===== src/dual_pattern_eds_shift_and_matcher_assert.svh =====
// Assertion macros shared by the matcher RTL.
// Depends on nothing; files that check their own logic include it.
`ifndef DUAL_PATTERN_EDS_SHIFT_AND_MATCHER_ASSERT_SVH
`define DUAL_PATTERN_EDS_SHIFT_AND_MATCHER_ASSERT_SVH

`ifndef ASSERT_OFF
// Property holds at every clock edge outside reset.
`define DPM_ASSERT(lbl, clk, rst_n, prop) \
    lbl: assert property (@(posedge clk) disable iff (!rst_n) prop) \
        else $error("dpm assertion failed");
// Condition never holds at a clock edge outside reset.
`define DPM_NEVER(lbl, clk, rst_n, cond) \
    lbl: assert property (@(posedge clk) disable iff (!rst_n) !(cond)) \
        else $error("dpm forbidden condition seen");
`else
`define DPM_ASSERT(lbl, clk, rst_n, prop)
`define DPM_NEVER(lbl, clk, rst_n, cond)
`endif

`endif


===== src/dpm_pkg.sv =====
// Shared types, codes and helpers of the dual-pattern shift-and matcher.
// No dependencies.
package dpm_pkg;

    localparam int VEC_W   = 32;
    localparam int LEN_W   = 6;
    localparam int SYM_W   = 8;
    localparam int OP_W    = 3;
    localparam int CFG_IDX_W = 2;

    localparam logic [LEN_W-1:0] LEN_RESET   = 6'd3;
    localparam logic [VEC_W-1:0] MERGE_RESET = 32'h2492_4924;

    // Configuration register indexes.
    localparam logic [CFG_IDX_W-1:0] CFG_PATTERN_LENGTH = 2'd0;
    localparam logic [CFG_IDX_W-1:0] CFG_MERGE_MASK     = 2'd1;

    typedef enum logic [OP_W-1:0] {
        OP_LOAD       = 3'd0,
        OP_SEG_START  = 3'd1,
        OP_ELEM_START = 3'd2,
        OP_SYMBOL     = 3'd3,
        OP_ELEM_END   = 3'd4,
        OP_CLEAR      = 3'd5
    } t_opcode;

    // One beat in the update stage, as seen by the state core.
    typedef struct packed {
        logic    fire;
        t_opcode op;
        logic    sym_ok;
    } t_step;

    // Match bit for a pattern length, with zero acting as one and the
    // length clamped to the vector width and the configured maximum.
    function automatic logic [VEC_W-1:0] match_mask_of(logic [LEN_W-1:0] len,
                                                       int max_len);
        int               lim;
        logic [LEN_W-1:0] eff;
        lim = (max_len < VEC_W) ? max_len : VEC_W;
        eff = (len == '0) ? 6'd1 : len;
        if (int'(eff) > lim) begin
            eff = LEN_W'(lim);
        end
        return VEC_W'(1) << (eff - 6'd1);
    endfunction

endpackage


===== src/dpm_core.sv =====
// State vectors, segment registers and occurrence counter of the matcher.
// Depends on dpm_pkg and the assertion macro header.
`include "dual_pattern_eds_shift_and_matcher_assert.svh"

module dpm_core
    import dpm_pkg::*;
(
    input  logic             i_clk,
    input  logic             i_rst_n,
    input  t_step            i_step,
    input  logic [VEC_W-1:0] i_tab_first,
    input  logic [VEC_W-1:0] i_tab_second,
    input  logic [VEC_W-1:0] i_merge_mask,
    input  logic [VEC_W-1:0] i_match_mask,
    output logic             o_hit,
    output logic [VEC_W-1:0] o_count_next
);

    logic [VEC_W-1:0] r_entry_f, r_entry_s, n_entry_f, n_entry_s;
    logic [VEC_W-1:0] r_accum_f, r_accum_s, n_accum_f, n_accum_s;
    logic [VEC_W-1:0] r_cur_f, r_cur_s, n_cur_f, n_cur_s;
    logic [VEC_W-1:0] r_count, n_count;
    logic [VEC_W-1:0] tf, ts, adv_f, adv_s;
    logic             hit;

    // Shift-and step with cross-merge from the other vector.
    always_comb begin
        tf    = i_step.sym_ok ? i_tab_first  : '0;
        ts    = i_step.sym_ok ? i_tab_second : '0;
        adv_f = (((r_cur_f | (r_cur_s & i_merge_mask)) << 1) | VEC_W'(1)) & tf;
        adv_s = (((r_cur_s | (r_cur_f & i_merge_mask)) << 1) | VEC_W'(1)) & ts;
        hit   = |((adv_f | adv_s) & i_match_mask);
    end

    // Next state for each command.
    always_comb begin
        n_entry_f = r_entry_f;
        n_entry_s = r_entry_s;
        n_accum_f = r_accum_f;
        n_accum_s = r_accum_s;
        n_cur_f   = r_cur_f;
        n_cur_s   = r_cur_s;
        n_count   = r_count;
        o_hit     = 1'b0;
        unique case (i_step.op)
            OP_SEG_START: begin
                n_entry_f = r_accum_f;
                n_entry_s = r_accum_s;
                n_accum_f = '0;
                n_accum_s = '0;
            end
            OP_ELEM_START: begin
                n_cur_f = r_entry_f;
                n_cur_s = r_entry_s;
            end
            OP_SYMBOL: begin
                n_cur_f = adv_f;
                n_cur_s = adv_s;
                o_hit   = hit;
                n_count = r_count + VEC_W'(hit);
            end
            OP_ELEM_END: begin
                n_accum_f = r_accum_f | r_cur_f;
                n_accum_s = r_accum_s | r_cur_s;
            end
            OP_CLEAR: begin
                n_entry_f = '0;
                n_entry_s = '0;
                n_accum_f = '0;
                n_accum_s = '0;
                n_cur_f   = '0;
                n_cur_s   = '0;
                n_count   = '0;
            end
            default: begin
                // Mask loads and unused codes leave the state alone.
            end
        endcase
        o_count_next = n_count;
    end

    // State registers advance once per beat leaving the update stage.
    always_ff @(posedge i_clk) begin
        if (!i_rst_n) begin
            r_entry_f <= '0;
            r_entry_s <= '0;
            r_accum_f <= '0;
            r_accum_s <= '0;
            r_cur_f   <= '0;
            r_cur_s   <= '0;
            r_count   <= '0;
        end else if (i_step.fire) begin
            r_entry_f <= n_entry_f;
            r_entry_s <= n_entry_s;
            r_accum_f <= n_accum_f;
            r_accum_s <= n_accum_s;
            r_cur_f   <= n_cur_f;
            r_cur_s   <= n_cur_s;
            r_count   <= n_count;
        end
    end

    // The counter moves only when a beat is processed.
    `DPM_ASSERT(a_count_idle, i_clk, i_rst_n, !i_step.fire |=> $stable(r_count))
    // A hit on a symbol beat adds exactly one to the count.
    `DPM_ASSERT(a_hit_counts, i_clk, i_rst_n,
                (i_step.fire && i_step.op == OP_SYMBOL && hit) |=>
                (r_count == $past(r_count) + VEC_W'(1)))

endmodule


===== config.mk =====
export PLATFORM = sky130hd
export DESIGN_NAME = dpm_core
export DESIGN_NICKNAME = d
export VERILOG_FILES = /design/src/dpm_pkg.sv /design/src/dpm_core.sv
export VERILOG_INCLUDE_DIRS = /design/src /design/src/src
export SDC_FILE = /design/constraint.sdc
export NUM_CORES = 1
export LEC_CHECK = 0
export BUFFER_PORTS_ARGS = -buffer_cell sky130_fd_sc_hd__buf_2
export CORE_MARGIN = 1.5
export CORE_UTILIZATION = 45
export DETAILED_ROUTE_END_ITERATION = 7
export GPL_TIMING_DRIVEN = 0
export PLACE_DENSITY = 0.72
export SETUP_SLACK_MARGIN = 0.3
export SKIP_LAST_GASP = 1
export SYNTH_ARGS = -nofsm -noshare
export SYNTH_HDL_FRONTEND = slang
export SYNTH_SLANG_ARGS = --single-unit
export TNS_END_PERCENT = 30

===== constraint.sdc =====
create_clock -name i_clk -period 3.7 [get_ports i_clk]
set_input_delay 0.37 -clock i_clk [delete_from_list [all_inputs] [get_ports i_clk]]
set_output_delay 0.37 -clock i_clk [all_outputs]
set_load 0.03 [all_outputs]

==> run metrics <==
status finished, violations left; failing checks setup timing; Power Dens Cells 454.3 nW/um^2; Post-synth EDFFs 0; #FFs+latches synth 218; die width 150.4 um; WL met3 3417 um; Tcrit/Tclk final 105.9%; final WL ~34000 um; Slew Limit Fails 0; Core Area 21150 sq um; Antenna Nets Post-Route 0; syn avg cell area 8.298 sq um; 1st-iter DRT viols 880; commonest register cell after synthesis dfxtp_1; die height 150.4 um; GRT Residual Overflow 0; R2R depth 18; unrepaired setup endpoints after global routing true; post-detail-place hpwl 23750 um; Seq/Total Area, Yosys 44.64%; initial antenna violation count 1; pin count of the biggest net entering global routing 16; worst-path maximum fanout 7; Root Buffer clkbuf_16; Slew headroom 19.80%; CTS Sinks 218; Clock Path Buffers 3; skew final 0.01152 ns; Die ar. 22620 sq um; GRT Util Overall 29.81%; Synth Net Count 1316; Period minus WS final 3.917 ns; FP Rows 53; Worst-Margin Slew roughly 1.2 ns; final hold vios 0; routed wl met2 15680 um; Min-Delay Path Class input port to flip-flop; maxcap violations 0; CP Data Arrival Time around 3.6 ns; Vias/cell 6.220; cell area after synthesis 9776 sq um; Initial Util 46.21%; DR WL/cell 20.44 um; first-pass iteration count of the detailed router 5; first-pass GRT wire length 52270 um; synth warn 0; TNS Setup -1.906 ns; P_leak 4.817 nW; M1 wire length about 14000 um; ys async rst share 0%; Final GP Congestion roughly 0.91; crit path kind flip-flop to primary output; final hold slack approximately 0.16 ns; nets 1527; Area growth syn-to-layout 25.62%; share of layout cells above drive strength 1 20.90%; VDD IR max 0.3167 mV; DR top layer met4; Mapped Cells 1178; worst slack at placement -0.4045 ns; IO Port Bufs ~170; vias in the first global route 9771; Unique masters post-synth 47; Num CTS Buffers 24; Final Setup Violations 16; CP startpoint kind flip-flop; Req. time, crit path 3.33 ns; Clk pin slew, worst setup/hold paths 0.06 ns; Fmax 255.3 MHz; Hold Crit Depth 2; CTS tree built; DRC 0; clk_lat worst skew 0.51 ns; H-tree depth reported by CTS 1; setup ws final -0.2168 ns; CP Capture Type primary output; Top Ports 168; hold_buf cts 0; DR vias 10469
==> cell usage after synthesis (8+ instances only) <==
cell,n,area (sq um)
o22ai_1,31,193.9
clkbuf_1,69,259.0
a22oi_1,9,67.56
nor2_1,146,548.0
a211oi_1,64,480.5
a21o_1,38,285.3
o21ai_0,33,165.2
nor3_1,11,55.05
buf_1,8,30.03
nand2_1,114,427.9
or3_1,12,75.07
mux2i_1,12,120.1
dfxtp_1,218,4364
nor4_1,8,50.05
a22o_1,65,569.3
a21oi_1,145,725.7
nand3_1,41,205.2
inv_1,34,127.6
a32oi_1,60,525.5
==> per-stage QoR <==
stage | instances | utilization [%] | instance area (sq um) | power [mW]
after global placement | 1619 | 51.77 | 10950 | 3.043
after CTS | 1677 | 57.58 | 12180 | 5.547
final | 1683 | 58.05 | 12280 | 5.579
after floorplan | 1178 | - | 9776 | 2.784
after detailed placement | 1619 | 51.77 | 10950 | 3.051
after global routing | 1682 | 58.04 | 12280 | 5.720
==> critical path, stage by stage (launching register included) <==
cell and delay, ns:
dfxtp_2 0.34, inv_2 0.07, o22ai_4 0.07, a222oi_1 0.68, nand3_1 0.22, nor4_4 0.23
nor2b_2 0.11, ha_4 0.20, ha_4 0.16, and4_4 0.15, nor4b_4 0.13, buf_6 0.15
a41oi_2 0.19, nand2_1 0.06, o21ai_1 0.08, buf_4 0.17
==> timing repair <==
action | in CTS | in global routing
pin swaps | 19 | 3
setup endpoints to repair | 32 | 31
gates cloned | 1 | 0
resized for setup | 78 | 17
setup buffers | 13 | 5
==> metal layers <==
metal | track usage [%] | vias to the layer above
met5 | 0 | -
met2 | 48.00 | 604
met4 | 12.21 | 0
met1 | 39.29 | 4935
li1 | - | 4823
met3 | 5.485 | 107
==> layout make-up <==
type                       count  area [sq um]
fill                        1894          8874
multi-input combinational    849          5281
clock inverter                10         147.6
buffer                        78         302.8
timing repair buffer         184          1001
inverter                      34         127.6
sequential                   218          4394
antenna                        1         2.502
tap                          275         344.1
clock buffer                  34         679.4
==> kinds of logic (layout without fill, tap and decap cells) <==
| family | after synthesis | in the layout | synth area share, % |
|---|---|---|---|
| AOI/OAI and AO/OA | 462 | 462 | 32.13 |
| adders and majority gates | 3 | 3 | 0.3840 |
| buffers and inverters | 112 | 340 | 4.313 |
| DFF | 218 | 218 | 44.64 |
| muxes | 12 | 12 | 1.229 |
| other | 0 | 1 | 0 |
| and+or+nand+nor | 371 | 372 | 17.30 |
==> final timing paths <==
check                 from                to  slack [ns]
max            r_cur_s[13]  o_count_next[24]       -0.22
min                i_rst_n       r_count[27]        0.16
max reg2reg    r_cur_s[13]       r_count[14]        0.34
min reg2reg  r_accum_f[14]     r_accum_f[14]        0.47
==> report_power, final <==
| part | switching, mW | leakage [nW] | internal (mW) |
|---|---|---|---|
| Sequential | 0.0657 | 1.78 | 2.41 |
| Clock | 1.01 | 0.396 | 1.50 |
| Combinational | 0.393 | 2.65 | 0.204 |
| Total | 1.47 | 4.82 | 4.11 |
==> sequential cells by signal, summed over array words and instances (netlist names) <==
signal and flops:
r_entry_f 31, r_accum_f 31, r_accum_s 31, r_cur_s 31, r_count 32, r_entry_s 31
r_cur_f 31
==> cell usage in the layout (no fill, tap or decap), types with 38 or more instances in the layout <==
| cell type | count |
|---|---|
| nor2_1 | 145 |
| a32oi_1 | 60 |
| a22o_1 | 65 |
| nand3_1 | 39 |
| clkbuf_1 | 74 |
| a211oi_1 | 63 |
| a21oi_1 | 143 |
| buf_2 | 155 |
| a21o_1 | 38 |
| nand2_1 | 113 |
| dfxtp_1 | 196 |
Power figures use the tool's default switching activity.
